--- src/hdl/sjet_pkg.sv ---
// ----------------------------------------------------------------------------
// sjet_pkg
// Shared types, constants and code tables for the SJIS / EUC-JP
// transcoder.
// ----------------------------------------------------------------------------
package sjet_pkg;

    localparam int QueueDepthDefault = 4;

    localparam logic [7:0] KanaPrefix = 8'h8E;

    // One converted source byte: up to three output bytes in order.
    typedef struct packed {
        logic [2:0][7:0] bytes;
        logic [1:0]      count;
        logic            last_text;
    } entry_t;

    // Half-width kana 0xA0..0xDF to full-width JIS.
    function automatic logic [15:0] kana_full(input logic [5:0] idx);
        logic [15:0] r;
        case (idx)
            6'd0:  r = 16'h2121;  6'd1:  r = 16'h2123;  6'd2:  r = 16'h2156;
            6'd3:  r = 16'h2157;  6'd4:  r = 16'h2122;  6'd5:  r = 16'h2126;
            6'd6:  r = 16'h2572;  6'd7:  r = 16'h2521;  6'd8:  r = 16'h2523;
            6'd9:  r = 16'h2525;  6'd10: r = 16'h2527;  6'd11: r = 16'h2529;
            6'd12: r = 16'h2563;  6'd13: r = 16'h2565;  6'd14: r = 16'h2567;
            6'd15: r = 16'h2543;  6'd16: r = 16'h213c;  6'd17: r = 16'h2522;
            6'd18: r = 16'h2524;  6'd19: r = 16'h2526;  6'd20: r = 16'h2528;
            6'd21: r = 16'h252a;  6'd22: r = 16'h252b;  6'd23: r = 16'h252d;
            6'd24: r = 16'h252f;  6'd25: r = 16'h2531;  6'd26: r = 16'h2533;
            6'd27: r = 16'h2535;  6'd28: r = 16'h2537;  6'd29: r = 16'h2539;
            6'd30: r = 16'h253b;  6'd31: r = 16'h253d;  6'd32: r = 16'h253f;
            6'd33: r = 16'h2541;  6'd34: r = 16'h2544;  6'd35: r = 16'h2546;
            6'd36: r = 16'h2548;  6'd37: r = 16'h254a;  6'd38: r = 16'h254b;
            6'd39: r = 16'h254c;  6'd40: r = 16'h254d;  6'd41: r = 16'h254e;
            6'd42: r = 16'h254f;  6'd43: r = 16'h2552;  6'd44: r = 16'h2555;
            6'd45: r = 16'h2558;  6'd46: r = 16'h255b;  6'd47: r = 16'h255e;
            6'd48: r = 16'h255f;  6'd49: r = 16'h2560;  6'd50: r = 16'h2561;
            6'd51: r = 16'h2562;  6'd52: r = 16'h2564;  6'd53: r = 16'h2566;
            6'd54: r = 16'h2568;  6'd55: r = 16'h2569;  6'd56: r = 16'h256a;
            6'd57: r = 16'h256b;  6'd58: r = 16'h256c;  6'd59: r = 16'h256d;
            6'd60: r = 16'h256f;  6'd61: r = 16'h2573;  6'd62: r = 16'h212b;
            6'd63: r = 16'h212c;
            default: r = 16'h0000;
        endcase
        return r;
    endfunction

    // Printable ASCII 0x20..0x7E to full-width JIS.
    function automatic logic [15:0] ascii_full(input logic [6:0] idx);
        logic [15:0] r;
        case (idx)
            7'd0:  r = 16'h2121;  7'd1:  r = 16'h212a;  7'd2:  r = 16'h2149;
            7'd3:  r = 16'h2174;  7'd4:  r = 16'h2170;  7'd5:  r = 16'h2173;
            7'd6:  r = 16'h2175;  7'd7:  r = 16'h2147;  7'd8:  r = 16'h214A;
            7'd9:  r = 16'h214B;  7'd10: r = 16'h2176;  7'd11: r = 16'h215C;
            7'd12: r = 16'h2124;  7'd13: r = 16'h215d;  7'd14: r = 16'h2125;
            7'd15: r = 16'h213F;  7'd16: r = 16'h2330;  7'd17: r = 16'h2331;
            7'd18: r = 16'h2332;  7'd19: r = 16'h2333;  7'd20: r = 16'h2334;
            7'd21: r = 16'h2335;  7'd22: r = 16'h2336;  7'd23: r = 16'h2337;
            7'd24: r = 16'h2338;  7'd25: r = 16'h2339;  7'd26: r = 16'h2127;
            7'd27: r = 16'h2128;  7'd28: r = 16'h2163;  7'd29: r = 16'h2161;
            7'd30: r = 16'h2164;  7'd31: r = 16'h2129;  7'd32: r = 16'h2177;
            7'd33: r = 16'h2341;  7'd34: r = 16'h2342;  7'd35: r = 16'h2343;
            7'd36: r = 16'h2344;  7'd37: r = 16'h2345;  7'd38: r = 16'h2346;
            7'd39: r = 16'h2347;  7'd40: r = 16'h2348;  7'd41: r = 16'h2349;
            7'd42: r = 16'h234a;  7'd43: r = 16'h234b;  7'd44: r = 16'h234c;
            7'd45: r = 16'h234d;  7'd46: r = 16'h234e;  7'd47: r = 16'h234f;
            7'd48: r = 16'h2350;  7'd49: r = 16'h2351;  7'd50: r = 16'h2352;
            7'd51: r = 16'h2353;  7'd52: r = 16'h2354;  7'd53: r = 16'h2355;
            7'd54: r = 16'h2356;  7'd55: r = 16'h2357;  7'd56: r = 16'h2358;
            7'd57: r = 16'h2359;  7'd58: r = 16'h235a;  7'd59: r = 16'h214E;
            7'd60: r = 16'h2140;  7'd61: r = 16'h214f;  7'd62: r = 16'h224A;
            7'd63: r = 16'h2132;  7'd64: r = 16'h2146;  7'd65: r = 16'h2361;
            7'd66: r = 16'h2362;  7'd67: r = 16'h2363;  7'd68: r = 16'h2364;
            7'd69: r = 16'h2365;  7'd70: r = 16'h2366;  7'd71: r = 16'h2367;
            7'd72: r = 16'h2368;  7'd73: r = 16'h2369;  7'd74: r = 16'h236a;
            7'd75: r = 16'h236b;  7'd76: r = 16'h236c;  7'd77: r = 16'h236d;
            7'd78: r = 16'h236e;  7'd79: r = 16'h236f;  7'd80: r = 16'h2370;
            7'd81: r = 16'h2371;  7'd82: r = 16'h2372;  7'd83: r = 16'h2373;
            7'd84: r = 16'h2374;  7'd85: r = 16'h2375;  7'd86: r = 16'h2376;
            7'd87: r = 16'h2377;  7'd88: r = 16'h2378;  7'd89: r = 16'h2379;
            7'd90: r = 16'h237a;  7'd91: r = 16'h2150;  7'd92: r = 16'h2143;
            7'd93: r = 16'h2151;  7'd94: r = 16'h2141;
            default: r = 16'h0000;
        endcase
        return r;
    endfunction

    // Second byte of an 0x8E pair to JIS; codes outside the tables give 0.
    function automatic logic [15:0] half_to_full(input logic [7:0] c);
        logic [15:0] r;
        if (c >= 8'hA0 && c <= 8'hDF)
            r = kana_full(6'(c - 8'hA0));
        else if (c < 8'h20 || c >= 8'h7F)
            r = 16'h0000;
        else
            r = ascii_full(7'(c - 8'h20));
        return r;
    endfunction

endpackage

--- src/hdl/sjet_front.sv ---
// ----------------------------------------------------------------------------
// sjet_front
// Accepts source bytes, tracks the held lead byte and the direction
// register, and turns each byte into a queue entry of zero to three bytes.
// ----------------------------------------------------------------------------
module sjet_front
(
    input  logic                 clk,
    input  logic                 rst_n,
    input  logic                 cfg_valid,
    input  logic                 cfg_data,
    input  logic                 accept,
    input  logic [7:0]           code_byte,
    input  logic                 end_of_text,
    output logic                 push,
    output sjet_pkg::entry_t     push_entry
);

    logic       direction_reg;
    logic       lead_pending_reg;
    logic       lead_pending_next;
    logic [7:0] lead_byte_reg;
    logic [7:0] lead_byte_next;

    // SJIS pair
    logic       trail_ok;
    logic       is_lead;
    logic       is_kana;
    logic [7:0] lead_x2;
    logic [7:0] sj_hi;
    logic [7:0] sj_lo;

    // EUC-JP pairs
    logic [15:0] jis;
    logic [7:0]  jh;
    logic [7:0]  jl;
    logic [7:0]  jis_hi;
    logic [7:0]  jis_lo;
    logic [7:0]  eh;
    logic [7:0]  euc_hi;
    logic [7:0]  euc_lo;

    sjet_pkg::entry_t ent;
    logic [1:0]       n;

    assign trail_ok = (code_byte >= 8'h40) && (code_byte <= 8'hFC) && (code_byte != 8'h7F);
    assign is_lead  = ((code_byte >= 8'h81) && (code_byte <= 8'h9F))
                   || ((code_byte >= 8'hE0) && (code_byte <= 8'hFC));
    assign is_kana  = (code_byte >= 8'hA1) && (code_byte <= 8'hDF);

    assign lead_x2 = {lead_byte_reg[6:0], 1'b0};

    always_comb
    begin
        if (lead_byte_reg <= 8'h9F)
            sj_hi = (code_byte < 8'h9F) ? lead_x2 - 8'hE1 : lead_x2 - 8'hE0;
        else
            sj_hi = (code_byte < 8'h9F) ? lead_x2 - 8'h61 : lead_x2 - 8'h60;
        if (code_byte < 8'h7F)
            sj_lo = code_byte - 8'h1F;
        else if (code_byte < 8'h9F)
            sj_lo = code_byte - 8'h20;
        else
            sj_lo = code_byte - 8'h7E;
    end

    assign jis = sjet_pkg::half_to_full(code_byte);
    assign jh  = jis[15:8];
    assign jl  = jis[7:0];

    always_comb
    begin
        if (jh[0])
            jis_lo = (jl < 8'h60) ? jl + 8'h1F : jl + 8'h20;
        else
            jis_lo = jl + 8'h7E;
        if (jh < 8'h5F)
            jis_hi = 8'((10'(jh) + 10'h0E1) >> 1);
        else
            jis_hi = 8'((10'(jh) + 10'h161) >> 1);
    end

    assign eh = {1'b0, lead_byte_reg[7:1]};

    always_comb
    begin
        if (lead_byte_reg[0])
        begin
            euc_hi = (eh < 8'h6F) ? eh + 8'h31 : eh + 8'h71;
            euc_lo = (code_byte > 8'hDF) ? code_byte - 8'h60 : code_byte - 8'h61;
        end
        else
        begin
            euc_hi = (eh < 8'h6F) ? eh + 8'h30 : eh + 8'h70;
            euc_lo = code_byte - 8'h02;
        end
    end

    // Assemble the output bytes in order; n counts them.
    always_comb
    begin
        ent.bytes         = '0;
        n                 = 2'd0;
        lead_pending_next = lead_pending_reg;
        lead_byte_next    = lead_byte_reg;
        if (!direction_reg)
        begin
            if (lead_pending_reg && trail_ok)
            begin
                ent.bytes[0]      = sj_hi | 8'h80;
                ent.bytes[1]      = sj_lo | 8'h80;
                n                 = 2'd2;
                lead_pending_next = 1'b0;
            end
            else
            begin
                if (lead_pending_reg)
                begin
                    // invalid trail: lead goes out as is, trail handled afresh
                    ent.bytes[0]      = lead_byte_reg;
                    n                 = 2'd1;
                    lead_pending_next = 1'b0;
                end
                if (is_lead)
                begin
                    lead_pending_next = 1'b1;
                    lead_byte_next    = code_byte;
                end
                else if (is_kana)
                begin
                    ent.bytes[n]            = sjet_pkg::KanaPrefix;
                    ent.bytes[2'(n + 2'd1)] = code_byte;
                    n                       = 2'(n + 2'd2);
                end
                else
                begin
                    ent.bytes[n] = code_byte;
                    n            = 2'(n + 2'd1);
                end
            end
        end
        else
        begin
            if (lead_pending_reg)
            begin
                lead_pending_next = 1'b0;
                n                 = 2'd2;
                if (lead_byte_reg == sjet_pkg::KanaPrefix)
                begin
                    ent.bytes[0] = jis_hi;
                    ent.bytes[1] = jis_lo;
                end
                else
                begin
                    ent.bytes[0] = euc_hi;
                    ent.bytes[1] = euc_lo;
                end
            end
            else if (code_byte[7])
            begin
                lead_pending_next = 1'b1;
                lead_byte_next    = code_byte;
            end
            else
            begin
                ent.bytes[0] = code_byte;
                n            = 2'd1;
            end
        end
        if (end_of_text && lead_pending_next)
        begin
            ent.bytes[n]      = lead_byte_next;
            n                 = 2'(n + 2'd1);
            lead_pending_next = 1'b0;
        end
        ent.count     = n;
        ent.last_text = end_of_text;
    end

    assign push       = accept && (n != 2'd0);
    assign push_entry = ent;

    always_ff @(posedge clk or negedge rst_n)
    begin
        if (!rst_n)
        begin
            direction_reg    <= 1'b0;
            lead_pending_reg <= 1'b0;
            lead_byte_reg    <= 8'h00;
        end
        else
        begin
            if (cfg_valid)
                direction_reg <= cfg_data;
            if (accept)
            begin
                lead_pending_reg <= lead_pending_next;
                lead_byte_reg    <= lead_byte_next;
            end
        end
    end

endmodule

--- src/hdl/sjet_queue.sv ---
// ----------------------------------------------------------------------------
// sjet_queue
// Short FIFO of converted entries between the front and back parts.
// ----------------------------------------------------------------------------
module sjet_queue
#(
    parameter int QueueDepth = sjet_pkg::QueueDepthDefault
)
(
    input  logic             clk,
    input  logic             rst_n,
    input  logic             push,
    input  sjet_pkg::entry_t push_entry,
    input  logic             pop,
    output logic             full,
    output logic             empty,
    output sjet_pkg::entry_t head
);

    localparam int PtrW = $clog2(QueueDepth);
    localparam int CntW = $clog2(QueueDepth + 1);

    sjet_pkg::entry_t entry_reg [QueueDepth];

    logic [PtrW-1:0] wr_ptr_reg;
    logic [PtrW-1:0] rd_ptr_reg;
    logic [CntW-1:0] fill_reg;

    assign full  = (fill_reg == CntW'(QueueDepth));
    assign empty = (fill_reg == '0);
    assign head  = entry_reg[rd_ptr_reg];

    always_ff @(posedge clk)
    begin
        if (push)
            entry_reg[wr_ptr_reg] <= push_entry;
    end

    always_ff @(posedge clk or negedge rst_n)
    begin
        if (!rst_n)
        begin
            wr_ptr_reg <= '0;
            rd_ptr_reg <= '0;
            fill_reg   <= '0;
        end
        else
        begin
            if (push)
                wr_ptr_reg <= (wr_ptr_reg == PtrW'(QueueDepth - 1)) ? '0
                                                                  : wr_ptr_reg + PtrW'(1);
            if (pop)
                rd_ptr_reg <= (rd_ptr_reg == PtrW'(QueueDepth - 1)) ? '0
                                                                  : rd_ptr_reg + PtrW'(1);
            if (push && !pop)
                fill_reg <= fill_reg + CntW'(1);
            else if (pop && !push)
                fill_reg <= fill_reg - CntW'(1);
        end
    end

endmodule

--- src/hdl/sjet_back.sv ---
// ----------------------------------------------------------------------------
// sjet_back
// Serializes queue entries into one output byte per transaction, with the
// per-byte and end-of-text flags, through an output register.
// ----------------------------------------------------------------------------
module sjet_back
(
    input  logic             clk,
    input  logic             rst_n,
    input  logic             empty,
    input  sjet_pkg::entry_t head,
    output logic             pop,
    output logic             out_valid,
    input  logic             out_stall,
    output logic [7:0]       out_byte,
    output logic             run_last,
    output logic             text_end
);

    logic       out_valid_reg;
    logic [7:0] out_byte_reg;
    logic       run_last_reg;
    logic       text_end_reg;
    logic [1:0] idx_reg;
    logic       load;
    logic       last;

    assign load = !empty && (!out_valid_reg || !out_stall);
    assign last = (idx_reg == 2'(head.count - 2'd1));
    assign pop  = load && last;

    always_ff @(posedge clk or negedge rst_n)
    begin
        if (!rst_n)
        begin
            out_valid_reg <= 1'b0;
            idx_reg       <= 2'd0;
        end
        else
        begin
            if (load)
            begin
                out_valid_reg <= 1'b1;
                idx_reg       <= last ? 2'd0 : 2'(idx_reg + 2'd1);
            end
            else if (!out_stall)
                out_valid_reg <= 1'b0;
        end
    end

    always_ff @(posedge clk)
    begin
        if (load)
        begin
            out_byte_reg <= head.bytes[idx_reg];
            run_last_reg <= last;
            text_end_reg <= last && head.last_text;
        end
    end

    assign out_valid = out_valid_reg;
    assign out_byte  = out_byte_reg;
    assign run_last  = run_last_reg;
    assign text_end  = text_end_reg;

endmodule

--- src/hdl/sjis_eucjp_transcoder.sv ---
// ----------------------------------------------------------------------------
// sjis_eucjp_transcoder
// SJIS <-> EUC-JP byte-stream converter, direction set by register.
// ----------------------------------------------------------------------------
// Path: an accepted byte's entry is written into the queue, then loaded into the output register.
// Throughput: one input byte per cycle while the queue is not full (in_stall);
//   output one byte per cycle while out_stall is low, so a source byte yielding
//   2 or 3 bytes sends them in turn, with QueueDepth entries of buffering between front and back.
// Reset: asynchronous active-low; clears direction, held lead, queue, output valid.
module sjis_eucjp_transcoder
#(
    parameter int QueueDepth = sjet_pkg::QueueDepthDefault
)
(
    input  logic       clk,
    input  logic       rst_n,
    input  logic       cfg_valid,
    output logic       cfg_ready,
    input  logic       cfg_data,
    input  logic       in_valid,
    output logic       in_stall,
    input  logic [7:0] code_byte,
    input  logic       end_of_text,
    output logic       out_valid,
    input  logic       out_stall,
    output logic [7:0] out_byte,
    output logic       run_last,
    output logic       text_end
);

    logic             accept;
    logic             push;
    logic             pop;
    logic             full;
    logic             empty;
    sjet_pkg::entry_t push_entry;
    sjet_pkg::entry_t head;

    assign cfg_ready = 1'b1;
    assign in_stall  = full;
    assign accept    = in_valid && !full;

    sjet_front u_front
    (
        .clk         (clk),
        .rst_n       (rst_n),
        .cfg_valid   (cfg_valid),
        .cfg_data    (cfg_data),
        .accept      (accept),
        .code_byte   (code_byte),
        .end_of_text (end_of_text),
        .push        (push),
        .push_entry  (push_entry)
    );

    sjet_queue #(.QueueDepth(QueueDepth)) u_queue
    (
        .clk        (clk),
        .rst_n      (rst_n),
        .push       (push),
        .push_entry (push_entry),
        .pop        (pop),
        .full       (full),
        .empty      (empty),
        .head       (head)
    );

    sjet_back u_back
    (
        .clk       (clk),
        .rst_n     (rst_n),
        .empty     (empty),
        .head      (head),
        .pop       (pop),
        .out_valid (out_valid),
        .out_stall (out_stall),
        .out_byte  (out_byte),
        .run_last  (run_last),
        .text_end  (text_end)
    );

endmodule

--- config.mk ---
export PLATFORM = sky130hd
export DESIGN_NAME = sjis_eucjp_transcoder
export DESIGN_NICKNAME = d
export VERILOG_FILES = /design/src/hdl/sjet_pkg.sv /design/src/hdl/sjet_front.sv /design/src/hdl/sjet_queue.sv /design/src/hdl/sjet_back.sv /design/src/hdl/sjis_eucjp_transcoder.sv
export SDC_FILE = /design/constraint.sdc
export NUM_CORES = 1
export LEC_CHECK = 0
export ABC_AREA = 1
export BUFFER_PORTS_ARGS = -buffer_cell sky130_fd_sc_hd__buf_2
export CORE_ASPECT_RATIO = 0.5
export CORE_MARGIN = 5
export CORE_UTILIZATION = 55
export CTS_BUF_LIST = sky130_fd_sc_hd__clkbuf_4
export DETAILED_ROUTE_END_ITERATION = 8
export PLACE_DENSITY = 0.75
export SLEW_MARGIN = 40
export SYNTH_ARGS = -nofsm -noshare
export SYNTH_HDL_FRONTEND = slang
export SYNTH_SLANG_ARGS = --single-unit
--- constraint.sdc ---
create_clock -name clk -period 4.05 [get_ports clk]
set_input_delay 0.405 -clock clk [delete_from_list [all_inputs] [get_ports clk]]
set_output_delay 0.405 -clock clk [all_outputs]
set_load 0.01 [all_outputs]
==> results by group <==
Detailed routing
  – Drt drc: 0
  – Final Routed Wirelength: 29890 um
  – WL/cell: 20.62 um
  – Drt pass-1 iters: 7
  – DRT iter0 DRCs: around 1200
  – Via density: 6.184
  – Routed Antenna Nets: 0
  – DR vias: 8961

Pwr
  – P_leak: about 0.0043 uW
  – Worst vdd ir: 0.5874 mV
  – Pwr Density: 554.0 nW/um^2

Die
  – IO Pins: 28
  – Core footprint: 16560 um^2
  – Chip height: 102.4 um
  – Initial Util: 0.5666
  – Die Wd: 194.7 um
  – Area of the die: about 20000 um^2
  – Num rows: 33

STA
  – Final worst setup slack: around 0.56 ns
  – Fmax achieved: 0.2865 GHz
  – Worst slew pin tran: 0.7963 ns
  – Final Hold Fails: 0
  – Final Skew: 0.02643 ns
  – Final min period: 3.490 ns
  – Slew Limit Headroom: 0.4691
  – Fin crit share: 0.8618
  – RSZ-0062 raised after global routing: false
  – Slew Limit Fails: 0
  – Endpoints failing setup: 0

Clocking
  – Total CTS buffers: 17
  – Root Driver: clkbuf_4
  – H-tree depth: 4
  – Setup repair bufs after CTS: 0
  – Hold_buf cts: 1
  – Clock Latency Late Sink: 0.52 ns
  – Clock transition at path regs: 0.13 ns
  – Resized Gates After CTS: 0
  – CTS max path bufs: 2
  – Clock sink total: between 100 and 150
  – CTS tree: built

Critical path
  – Worst path slowest cell: fa_1
  – Largest stage delay on the critical path: 0.39 ns
  – WP data required: 4.45 ns
  – Critical-path maximum fanout: 5
  – Crit path cell chain: buf_2, inv_1, ha_1, inv_1, nor2_1, nand2_1, inv_1, a31oi_1, inv_1, ha_1, nand3_1, a31oi_2, inv_1, ha_1, o21ai_2, o21ai_4, inv_2, ha_1, inv_1, fa_1, a21oi_1, o21ai_0, xor2_1
  – Crit path DAT: 3.89 ns
  – Worst setup EP type: register
  – CP Class: in -> reg
  – Worst path most repeated cell: inv_1
  – CP startpoint kind: input port

Final layout
  – Final Util: 0.6231
  – Nets@finish: 1273
  – Largest register FFs: between 100 and 150
  – Synth-to-layout area growth: 9.976%
  – # fillers: 1439
  – Share of layout cells above drive strength 1: 0.1416
  – Number of diodes: 0

Synth
  – YS warnings: 0
  – Syn Nets: 1218
  – Syn Std Cell Area: 9381 um^2
  – Top_reg_cell synth: edfxtp_1
  – Synth top area cells: edfxtp_1, nand2_1, o21ai_0, ha_1, dfrtp_1
  – Number of synthesized flops with an enable pin: 118
  – #FFs+latches synth: 138
  – Sequential area share after synthesis: 0.4310
  – Netlist cell types: 59
  – Syn Area/Cell: 8.130 um^2
  – Cells after Synth: about 1200
  – Async S/R FF share, synth: 0.1449
  – Biggest area consumer among synthesized cells: edfxtp_1
  – Area share of the largest cell type after synthesis: 0.3777

Global route
  – Pin count of the biggest net entering global routing: 52
  – GRT Util Overall: 0.2999
  – Gr ovfl total: 0
  – Initial antenna violation count: 1
  – Global-route wire length before repair: 46360 um
  – Vias in the first global route: 8326

Min path
  – Hold WC Path Type: in -> reg

Job
  – Max cap viols: 0

Placement
  – Pre-CTS setup slack: between 0.06 and 0.07 ns
  – IO Port Bufs: 26
  – Gpl congestion: 1.044
  – DP HPWL: 21990 um

Status
  – Run status: completed
==> metal layers <==
metal / global-route usage / vias up / routed length (um)
li1: - / 4138 / -
met1: 0.4003 / 4165 / 12170
met2: 0.4856 / 541 / 13260
met3: 0.04908 / 115 / 2998
met4: 0.1474 / 2 / 1444
met5: 0 / - / 14
==> kinds of logic after synthesis <==
group	share of synthesized area
and+or+nand+nor	0.2205
AOI/OAI and AO/OA	0.1953
buffers and inverters	0.07429
DFF	0.4310
adders and majority gates	0.06615
xor gates and xnor gates	0.01120
other	0.0003997
muxes	0.001200
==> synthesized netlist by cell type, drive strengths merged (4+ instances only) <==
cell,n
inv,107
a31oi,8
xor2,11
clkinv,6
nor3,9
nor2,144
nand3,71
a32o,6
o21ai,139
clkbuf,32
ha,48
o211ai,17
o22ai,27
dfrtp,20
o221ai,17
nand2,240
edfxtp,118
buf,22
a21oi,72
o31ai,4
nand4,8
==> cells in the final DEF, fill, tap and decap left out, types with 16 or more instances in the layout <==
cell      count
nand2_1     229
a21oi_1      70
ha_1         48
nand3_1      68
buf_2        26
inv_1        94
clkbuf_4     19
nor2_1      129
o22ai_1      27
o211ai_1     16
edfxtp_1    118
o21ai_0     131
o221ai_1     17
dfrtp_1      20
buf_4        62
==> layout make-up <==
class | count | area, um^2 | area share
Multi-Input combinational cell | 849 | 4651 | 0.4508
Sequential cell | 138 | 4044 | 0.3919
Timing Repair Buffer | 90 | 625.6 | 0.06064
Inverter | 113 | 426.7 | 0.04135
Tap cell | 227 | 284.0 | 0.02753
Clock inverter | 13 | 143.9 | 0.01395
Clock buffer | 19 | 142.6 | 0.01382
==> per-stage QoR <==
step           total power (uW)  setup TNS [ns]  instances  hold slack (ns)  instance area, um^2
2_1_floorplan              3906          -47.41       1154           0.1094                 9382
3_3_place_gp               4727               0       1416           0.3997                10020
3_5_place_dp               4811               0       1416           0.4076                10020
4_1_cts                    5677               0       1449          0.03897                10320
5_1_grt                    6094               0       1449          0.04219                10320
6_report                   5716               0       1449          0.07989                10320
==> power by group <==
group | switching (uW) | internal (uW) | leakage (uW)
Sequential | 177 | 1980 | 0.00135
Clock | 489 | 385 | 0.000146
Combinational | 1810 | 879 | 0.00280
Total | 2470 | 3240 | 0.00430
==> final timing paths <==
path / slack (ns) / endpoint / cells after the start / from
worst max register to register: 0.75 / u_queue.fill_reg[2]$_DFFE_PN0P_ / 16 / u_front.lead_pending_reg$_DFFE_PN0P_
max in group asynchronous: 3.27 / u_queue.wr_ptr_reg[0]$_DFFE_PN0P_ / 2 / rst_n
worst min-delay path: 0.08 / u_front.direction_reg$_DFFE_PN0P_ / 2 / cfg_valid
worst min register to register: 0.53 / u_back.out_valid$_DFFE_PN0P_ / 2 / u_back.out_valid$_DFFE_PN0P_
worst max-delay path: 0.56 / u_queue.fill_reg[2]$_DFFE_PN0P_ / 23 / code_byte[1]
min in group asynchronous: 0.40 / u_front.lead_pending_reg$_DFFE_PN0P_ / 2 / rst_n
==> worst max-delay path: cells and delay by family <==
kind / cells / cell delay (ns)
AO/OA/AOI/OAI: 6 / 1.03
XOR/XNOR: 1 / 0.15
adder cells (fa/ha/maj): 5 / 1.33
buffers and inverters: 8 / 0.66
AND/OR/NAND/NOR: 3 / 0.31
Note: power is estimated with default switching activity, not from simulation.
